===== config.mk =====
export PLATFORM = sky130hd
export DESIGN_NAME = dwmt_ctrl
export DESIGN_NICKNAME = d
export VERILOG_FILES = /design/src/dwmt_pkg.sv /design/src/dwmt_ctrl.sv
export SDC_FILE = /design/constraint.sdc
export NUM_CORES = 1
export LEC_CHECK = 0
export BUFFER_PORTS_ARGS = -buffer_cell sky130_fd_sc_hd__buf_4
export CORE_ASPECT_RATIO = 1.1
export CORE_MARGIN = 3
export CORE_UTILIZATION = 45
export CTS_CLUSTER_DIAMETER = 80
export DETAILED_ROUTE_END_ITERATION = 16
export PLACE_DENSITY = 0.68
export SYNTH_ARGS = -nofsm -noshare
export SYNTH_HDL_FRONTEND = slang
export SYNTH_SLANG_ARGS = --single-unit

===== constraint.sdc =====
create_clock -name clk -period 4.5 [get_ports clk]
set_clock_uncertainty 0.1 [all_clocks]
set_input_delay 0.225 -clock clk [delete_from_list [all_inputs] [get_ports clk]]
set_output_delay 0.225 -clock clk [all_outputs]
set_load 0.01 [all_outputs]

===== src/dwmt_pkg.sv =====
// shared constants, types and codes of the window max tracker
package dwmt_pkg;

  // history depth, a power of two so slot arithmetic wraps by truncation
  localparam int DEPTH      = 1024;
  localparam int IDX_W      = $clog2(DEPTH);
  localparam int CNT_W      = IDX_W + 1;
  localparam int SAMPLE_W   = 32;
  localparam int LEN_W      = 11;
  localparam int RATIO_W    = 16;
  localparam int CFG_IDX_W  = 1;
  localparam int CFG_DATA_W = 16;
  localparam int OUT_W      = 56;

  localparam logic [LEN_W-1:0]   WIN_LEN_RESET = LEN_W'(DEPTH);
  localparam logic [RATIO_W-1:0] RATIO_RESET   = RATIO_W'(1);

  typedef logic signed [SAMPLE_W-1:0] sample_t;

  typedef enum logic [CFG_IDX_W-1:0] {
    REG_WINDOW_LENGTH    = 1'b0,
    REG_DECIMATION_RATIO = 1'b1
  } cfg_reg_t;

  typedef enum logic [2:0] {
    ST_IDLE,
    ST_FULL_DROP,
    ST_WRITE,
    ST_TRIM,
    ST_DROP,
    ST_SCAN_INIT,
    ST_SCAN,
    ST_DONE
  } state_t;

  typedef struct packed {
    logic             en;
    logic             we;
    logic [IDX_W-1:0] addr;
    sample_t          wdata;
  } mem_req_t;

  typedef struct packed {
    logic             new_sample;
    sample_t          window_max;
    logic [CNT_W-1:0] max_copies;
    logic [CNT_W-1:0] fill_level;
  } result_t;

endpackage


===== src/dwmt_ctrl.sv =====
// sequencer: decimation, max tracking, eviction and window rescan
module dwmt_ctrl
  import dwmt_pkg::*;
(
  input  logic                  clk,
  input  logic                  rst,
  input  logic                  cfg_we,
  input  logic [CFG_IDX_W-1:0]  cfg_index,
  input  logic [CFG_DATA_W-1:0] cfg_data,
  input  logic                  in_valid,
  input  sample_t               in_sample,
  output logic                  in_ready,
  input  logic                  out_free,
  output logic                  res_valid,
  output result_t               res,
  output mem_req_t              mem_req,
  input  sample_t               mem_rdata
);

  state_t             state, state_next;
  logic [IDX_W-1:0]   newest_index;
  logic [CNT_W-1:0]   occupancy;
  logic [RATIO_W-1:0] countdown;
  sample_t            running_max;
  logic [CNT_W-1:0]   top_copies;
  logic [LEN_W-1:0]   window_length;
  logic [RATIO_W-1:0] decimation_ratio;
  sample_t            sample_q;
  logic               took;
  logic               need_rescan;
  logic [IDX_W-1:0]   scan_pos;
  logic [CNT_W-1:0]   scan_left;
  logic               scan_pend;
  sample_t            best;
  logic [CNT_W-1:0]   best_cnt;

  logic [CNT_W-1:0]   limit;
  logic [IDX_W-1:0]   oldest;
  logic               accept;
  logic               take;
  logic               full;
  logic               over;
  logic               hit;
  logic [CNT_W-1:0]   cnt_dec;
  logic               drop_zero;
  logic               scan_done;

  always_comb begin
    if (window_length == '0) begin
      limit = CNT_W'(1);
    end else if (window_length > LEN_W'(DEPTH)) begin
      limit = CNT_W'(DEPTH);
    end else begin
      limit = CNT_W'(window_length);
    end
  end

  assign oldest    = newest_index + IDX_W'(1) - occupancy[IDX_W-1:0];
  assign accept    = in_valid && (state == ST_IDLE);
  assign take      = countdown <= RATIO_W'(1);
  assign full      = occupancy == CNT_W'(DEPTH);
  assign over      = occupancy > limit;
  assign hit       = mem_rdata == running_max;
  assign cnt_dec   = (top_copies != '0) ? top_copies - CNT_W'(1) : top_copies;
  assign drop_zero = hit && (cnt_dec == '0);
  assign scan_done = (scan_left == '0) && !scan_pend;

  // next state
  always_comb begin
    state_next = state;
    case (state)
      ST_IDLE: begin
        if (in_valid) begin
          if (!take) begin
            state_next = ST_TRIM;
          end else if (full) begin
            state_next = ST_FULL_DROP;
          end else begin
            state_next = ST_WRITE;
          end
        end
      end
      ST_FULL_DROP: state_next = ST_WRITE;
      ST_WRITE:     state_next = need_rescan ? ST_SCAN_INIT : ST_TRIM;
      ST_TRIM:      state_next = over ? ST_DROP : ST_DONE;
      ST_DROP:      state_next = drop_zero ? ST_SCAN_INIT : ST_TRIM;
      ST_SCAN_INIT: state_next = ST_SCAN;
      ST_SCAN:      state_next = scan_done ? ST_TRIM : ST_SCAN;
      ST_DONE:      state_next = out_free ? ST_IDLE : ST_DONE;
      default:      state_next = ST_IDLE;
    endcase
  end

  // outputs and memory requests
  always_comb begin
    mem_req       = '0;
    mem_req.wdata = sample_q;
    in_ready      = 1'b0;
    res_valid     = 1'b0;
    case (state)
      ST_IDLE: begin
        in_ready = 1'b1;
        if (accept && take && full) begin
          mem_req.en   = 1'b1;
          mem_req.addr = oldest;
        end
      end
      ST_WRITE: begin
        mem_req.en   = 1'b1;
        mem_req.we   = 1'b1;
        mem_req.addr = newest_index + IDX_W'(1);
      end
      ST_TRIM: begin
        if (over) begin
          mem_req.en   = 1'b1;
          mem_req.addr = oldest;
        end
      end
      ST_SCAN: begin
        if (scan_left != '0) begin
          mem_req.en   = 1'b1;
          mem_req.addr = scan_pos;
        end
      end
      ST_DONE:  res_valid = out_free;
      default: begin
        mem_req.en = 1'b0;
      end
    endcase
  end

  assign res.new_sample = took;
  assign res.window_max = running_max;
  assign res.max_copies = top_copies;
  assign res.fill_level = occupancy;

  always_ff @(posedge clk) begin
    if (rst) begin
      window_length    <= WIN_LEN_RESET;
      decimation_ratio <= RATIO_RESET;
    end else if (cfg_we) begin
      if (cfg_index == REG_WINDOW_LENGTH) begin
        window_length <= cfg_data[LEN_W-1:0];
      end else begin
        decimation_ratio <= cfg_data[RATIO_W-1:0];
      end
    end
  end

  always_ff @(posedge clk) begin
    if (rst) begin
      state        <= ST_IDLE;
      newest_index <= '0;
      occupancy    <= '0;
      countdown    <= '0;
      running_max  <= {1'b1, {(SAMPLE_W-1){1'b0}}};
      top_copies   <= '0;
      need_rescan  <= 1'b0;
      scan_pend    <= 1'b0;
    end else begin
      state <= state_next;
      case (state)
        ST_IDLE: begin
          if (accept) begin
            sample_q    <= in_sample;
            took        <= take;
            need_rescan <= 1'b0;
            if (take) begin
              countdown <= decimation_ratio;
              if ((top_copies == '0) || (in_sample > running_max)) begin
                running_max <= in_sample;
                top_copies  <= CNT_W'(1);
              end else if (in_sample == running_max) begin
                top_copies <= top_copies + CNT_W'(1);
              end
            end else begin
              countdown <= countdown - RATIO_W'(1);
            end
          end
        end
        ST_FULL_DROP: begin
          occupancy <= occupancy - CNT_W'(1);
          if (hit) begin
            top_copies <= cnt_dec;
          end
          need_rescan <= drop_zero;
        end
        ST_WRITE: begin
          newest_index <= newest_index + IDX_W'(1);
          occupancy    <= occupancy + CNT_W'(1);
        end
        ST_DROP: begin
          occupancy <= occupancy - CNT_W'(1);
          if (hit) begin
            top_copies <= cnt_dec;
          end
        end
        ST_SCAN_INIT: begin
          scan_pos  <= oldest;
          scan_left <= occupancy;
          scan_pend <= 1'b0;
          best_cnt  <= '0;
        end
        ST_SCAN: begin
          scan_pend <= scan_left != '0;
          if (scan_left != '0) begin
            scan_pos  <= scan_pos + IDX_W'(1);
            scan_left <= scan_left - CNT_W'(1);
          end
          if (scan_pend) begin
            if ((best_cnt == '0) || (mem_rdata > best)) begin
              best     <= mem_rdata;
              best_cnt <= CNT_W'(1);
            end else if (mem_rdata == best) begin
              best_cnt <= best_cnt + CNT_W'(1);
            end
          end
          if (scan_done) begin
            if (best_cnt != '0) begin
              running_max <= best;
            end
            top_copies <= best_cnt;
          end
        end
        default: begin
          scan_pend <= 1'b0;
        end
      endcase
    end
  end

endmodule


---- Word-level counts from Yosys, hierarchy flattened ----
Cells that the tools add are included.
word-level totals
  latch bits .............................. 0
  RAM bits ................................ 0
  memories kept ........................... 0
  bits in read-only memories .............. 0
  logic and storage cells ................. 138
  output and inout bits ................... 101
  input bits .............................. 86
  register bits after elaboration ......... 209
cells by class
  mux-type cells .......................... 49
  reductions and logical operators ........ 34
  shift-type cells ........................ 0
  add/subtract/negate cells ............... 10
  eq/ne operators ......................... 22
  multipliers ............................. 0
  divide/modulo/power cells ............... 0
  bitwise operators ....................... 2
  magnitude comparators ................... 5
operators by type and width
  cell                   number
  $mux 32                5
  $mux 11                13
  $eq 32x32->1           3
  $pmux 11 s2            3
  $gt 32x32->1           2
  $pmux 32 s2            1
  $logic_not 11->1       5
  $mux 10                4
  $pmux 10 s4            1
  $add 11x1->11 const B  3
  $pmux 11 s3            1
  $reduce_bool 11->1     3
  $sub 11x1->11 const B  3
  $pmux 3 s8             1
  $add 10x1->10 const B  2
  $pmux 10 s2            1
  $le 16x1->1 const B    1
  $mux 16                1
  $sub 16x1->16 const B  1
  $mux 3                 5
  $ne 2x2->1 const B     7
  $eq 3x3->1 const B     4
  $reduce_and 6->1       2
  $eq 11x11->1 const B   1
  other kinds (24)       49

---- Logic depth before layout (Yosys ltp) ----
  depth after elaboration ................. 6
  mapped depth ............................ 14
  depth with buffers taken out ............ 13

---- Least setup slack after synthesis ----
OpenSTA, ideal clock, no wires.
  path type ............................... flip-flop to flip-flop
  start point ............................. register best[9]
  end point ............................... register best[0] (enable)
  required time ........................... 3950 ps
  stages on the path, launching flop included .. 12
  path buffers ............................ 0
  library setup time ...................... 450 ps
  path slack .............................. -198 ps
  arrival time ............................ 4148 ps
  clock period less this slack ............ 4698 ps
  cells stage by stage .................... edfxtp_1 -> inv_1 -> ha_1 -> a21o_1 -> a21o_1 -> a21o_1 -> a21oi_1 -> nor2b_1 -> o41ai_2 -> nand2_1 -> o21a_1 -> a2111oi_2
on the way
  cells in the longest elaborated chain, start to end .. 3
RTL lines
  what                        RTL line          RTL
  start, declared             dwmt_ctrl.sv:34   sample_t best;
  start signal, assigned      dwmt_ctrl.sv:212  best <= mem_rdata;
  $gt 32x32->1                dwmt_ctrl.sv:211  if ((best_cnt == '0) || (mem_rdata > best)) begin
  $logic_or 1x1->1            dwmt_ctrl.sv:211
  $reduce_and 4->1 (no line)  n/a
No other way between the ends.
A chain may end at the register's enable or synchronous reset.

==> results.ini <==
[status]
status = completed

[finish]
area_growth_pct = 25.8
fin_cells = 2064
drive_gt1_share_pct = 15.4
mostFrequentLayoutCells = 207 x nand2_1, 199 x buf_4, 115 x nor2_1
final_net_count = 1879
layout_commonest_cell = nand2_1

[timing]
fmax_mhz = 257
period_minus_slack_ps = 3900
layout_setup_ws_ps = 605
tightest_slew_ps = 1080
finalHoldViolations = 0
rsz0062_at_grt = no
maxSlewViolCount = 0
setup_viol = 0
slew_headroom_pct = 27.8
fin_crit_sh_pct = 86.6
timing.setup.tns_ps = 0

[floorplan]
core_um2 = 27400
die_area_um2 = 30300
die_w_um = 166
die_h_um = 182
row_count = 63
initial_core_util_pct = 46.4
io_pins = 187

[route]
wire_per_inst_um = 17.8
postRouteAntennaNets = 0
wl_um = 36800
dr.pass1.iters = 5
drc = 0
viasPerCell = 5.56
drt_first_iter_violations = 773
num_vias = 11484

[placement]
placed_cells = 1939
place_congestion = 0.871
pre_cts_slack_ps = 712
dp_hpwl_um = 25900
portBuffers = 186

[synth]
syn_area_per_cell_um2 = 8.75
async_reset_ff_share_pct = 0
synth_nets = 1643
yosysTopAreaCell = edfxtp_1
netlist_instances = 1453
synth_top_area_share_pct = 22.9
synth_edf_count = 97
synthFlopType = dfxtp_1
ys_warn_count = 0
ys_ff_latch = 209
syn_area_um2 = 12700
synth.area.top_cells = edfxtp_1 23%, dfxtp_1 18%, ha_1 10%, nand2_1 6.1%, a21oi_1 4.3%
synth.yosys.seq_area_share_pct = 40.5
synthDistinctLibCells = 81

[grt]
grt.total_usage_pct = 23.8
grt_max_degree = 72
gr-total-overflow = 0
grt_pass1_vias = 11351
grt_antenna_before_repair = 2
grt_pass1_wl_um = 60000

[worst_setup_path]
crit_path_end_kind = primary output
critical_path_required_ps = 4180
reg2reg_slack_ps = 850
arrival_ps = 3570
worst-path-max-fanout = 11
path_class = reg2out
critPathLaunchType = flop

[clock_tree]
clk_path_buf_depth = 3
cts_setup_buffers = 0
ctsHtreeMaxLevel = 1
path_clk_slew_ps = 60
numCtsBuffers = 24
cts_tree = yes
cts.sinks = 209
clock_latency_ps = 510
cts_root_buffer = clkbuf_16

[pwr]
power.switching_mw = 4.10
ir_drop_mv = 0.372
power_density_nw_per_um2 = 609
seq_power_share_pct = 29.8
p_int_mw = 5.64
combPwrFrac_pct = 49.5
swShare_pct = 42.1
clkPwrFrac_pct = 20.7
cellLeakagePower_nw = 6.47

[run]
cap_violations = 0

[hold_path]
hp-class = in2reg

## layer usage
| layer | up-vias | GRT usage [%] | share of wire (%) |
|---|---|---|---|
| met5 | - | 0 | 0 |
| met4 | 0 | 7.10 | 2.8 |
| met3 | 65 | 3.27 | 6.1 |
| met2 | 399 | 41.1 | 48 |
| met1 | 5365 | 31.4 | 43 |
| li1 | 5655 | - | - |
## power by group through the flow
| stage | Sequential [mW] | Combinational, mW | Clock (mW) |
|---|---|---|---|
| after floorplan | 2.85 | 3.35 | 0 |
| after global placement | 2.91 | 4.59 | 0 |
| after detailed placement | 2.93 | 4.71 | 0 |
| after CTS | 2.89 | 4.80 | 2.06 |
| after global routing | 2.96 | 5.40 | 2.14 |
| final | 2.90 | 4.82 | 2.02 |
## path summary, 6_finish.rpt
check	to	start	cells after the start
min	state[1]	out_free	4
max	mem_req[40]	occupancy[1]	11
max reg2reg	best[2]	best[31]	11
min reg2reg	decimation_ratio[14]	decimation_ratio[14]	2
## registers in the layout (all words and copies together) (netlist names)
register          flops
best                 32
running_max          32
sample_q             32
countdown            16
decimation_ratio     16
best_cnt             11
occupancy            11
scan_left            11
top_copies           11
window_length        11
newest_index         10
scan_pos             10
state                 3
need_rescan           1
scan_pend             1
took                  1
## logic make-up after synthesis
kind of cell | Yosys count | synth area share (%)
compound gates | 359 | 18.1
buf+inv | 178 | 5.64
simple gates | 506 | 18.7
flops | 209 | 40.5
fa+ha+maj | 105 | 10.4
xor+xnor | 92 | 6.33
mux | 4 | 0.325
## cell type report
class	count	area, um2
inverters	108	405
repair buffers	280	2300
fillers	2382	11400
clock buffers	34	691
well taps	357	447
diodes	2	5.00
multi-input cells	1066	6880
flip-flops and latches	209	5150
clock inverters	8	119
## critical path, stage by stage, from the launching register on
cell      delay, ps
dfxtp_1         610
ha_1            330
nor2b_1         140
o21a_1          170
o21a_1          160
o21ai_0         170
a21oi_1         100
o211ai_1        280
a21oi_1         120
a31oi_2         550
o21ai_0         240
buf_4           190
## stage by stage
stage,power [mW],utilization [%],instance area (um2),hold slack (ps)
2_1_floorplan,6.20,-,12700,224
3_3_place_gp,7.51,52.4,14400,326
3_5_place_dp,7.64,52.4,14400,329
4_1_cts,9.75,58.3,16000,11.2
5_1_grt,10.5,58.4,16000,48.4
6_report,9.74,58.4,16000,22.7
## timing repair
item                                    4_1_cts  5_1_grt
endpoints found under the setup margin        0        9
hold buffers                                 81        0
resized for setup                             0        1
endpoints found under the hold margin       112        0
## synthesized netlist by cell type, drive strengths merged (9+ instances only)
cell type  number
o21ai          97
nor2          117
a31oi          14
a21oi         110
buf            20
edfxtp         97
a211oi         11
o21bai          9
nand4          28
nand2b         14
inv           107
xor2           33
nor3           24
xnor2          59
nand3          30
ha            102
and3           10
dfxtp         112
nor4           22
nand2         210
a221oi         11
a21o           14
clkbuf         50
nor2b          14
or3             9
o211ai         36
No activity file was read; power rests on OpenSTA's default activity.
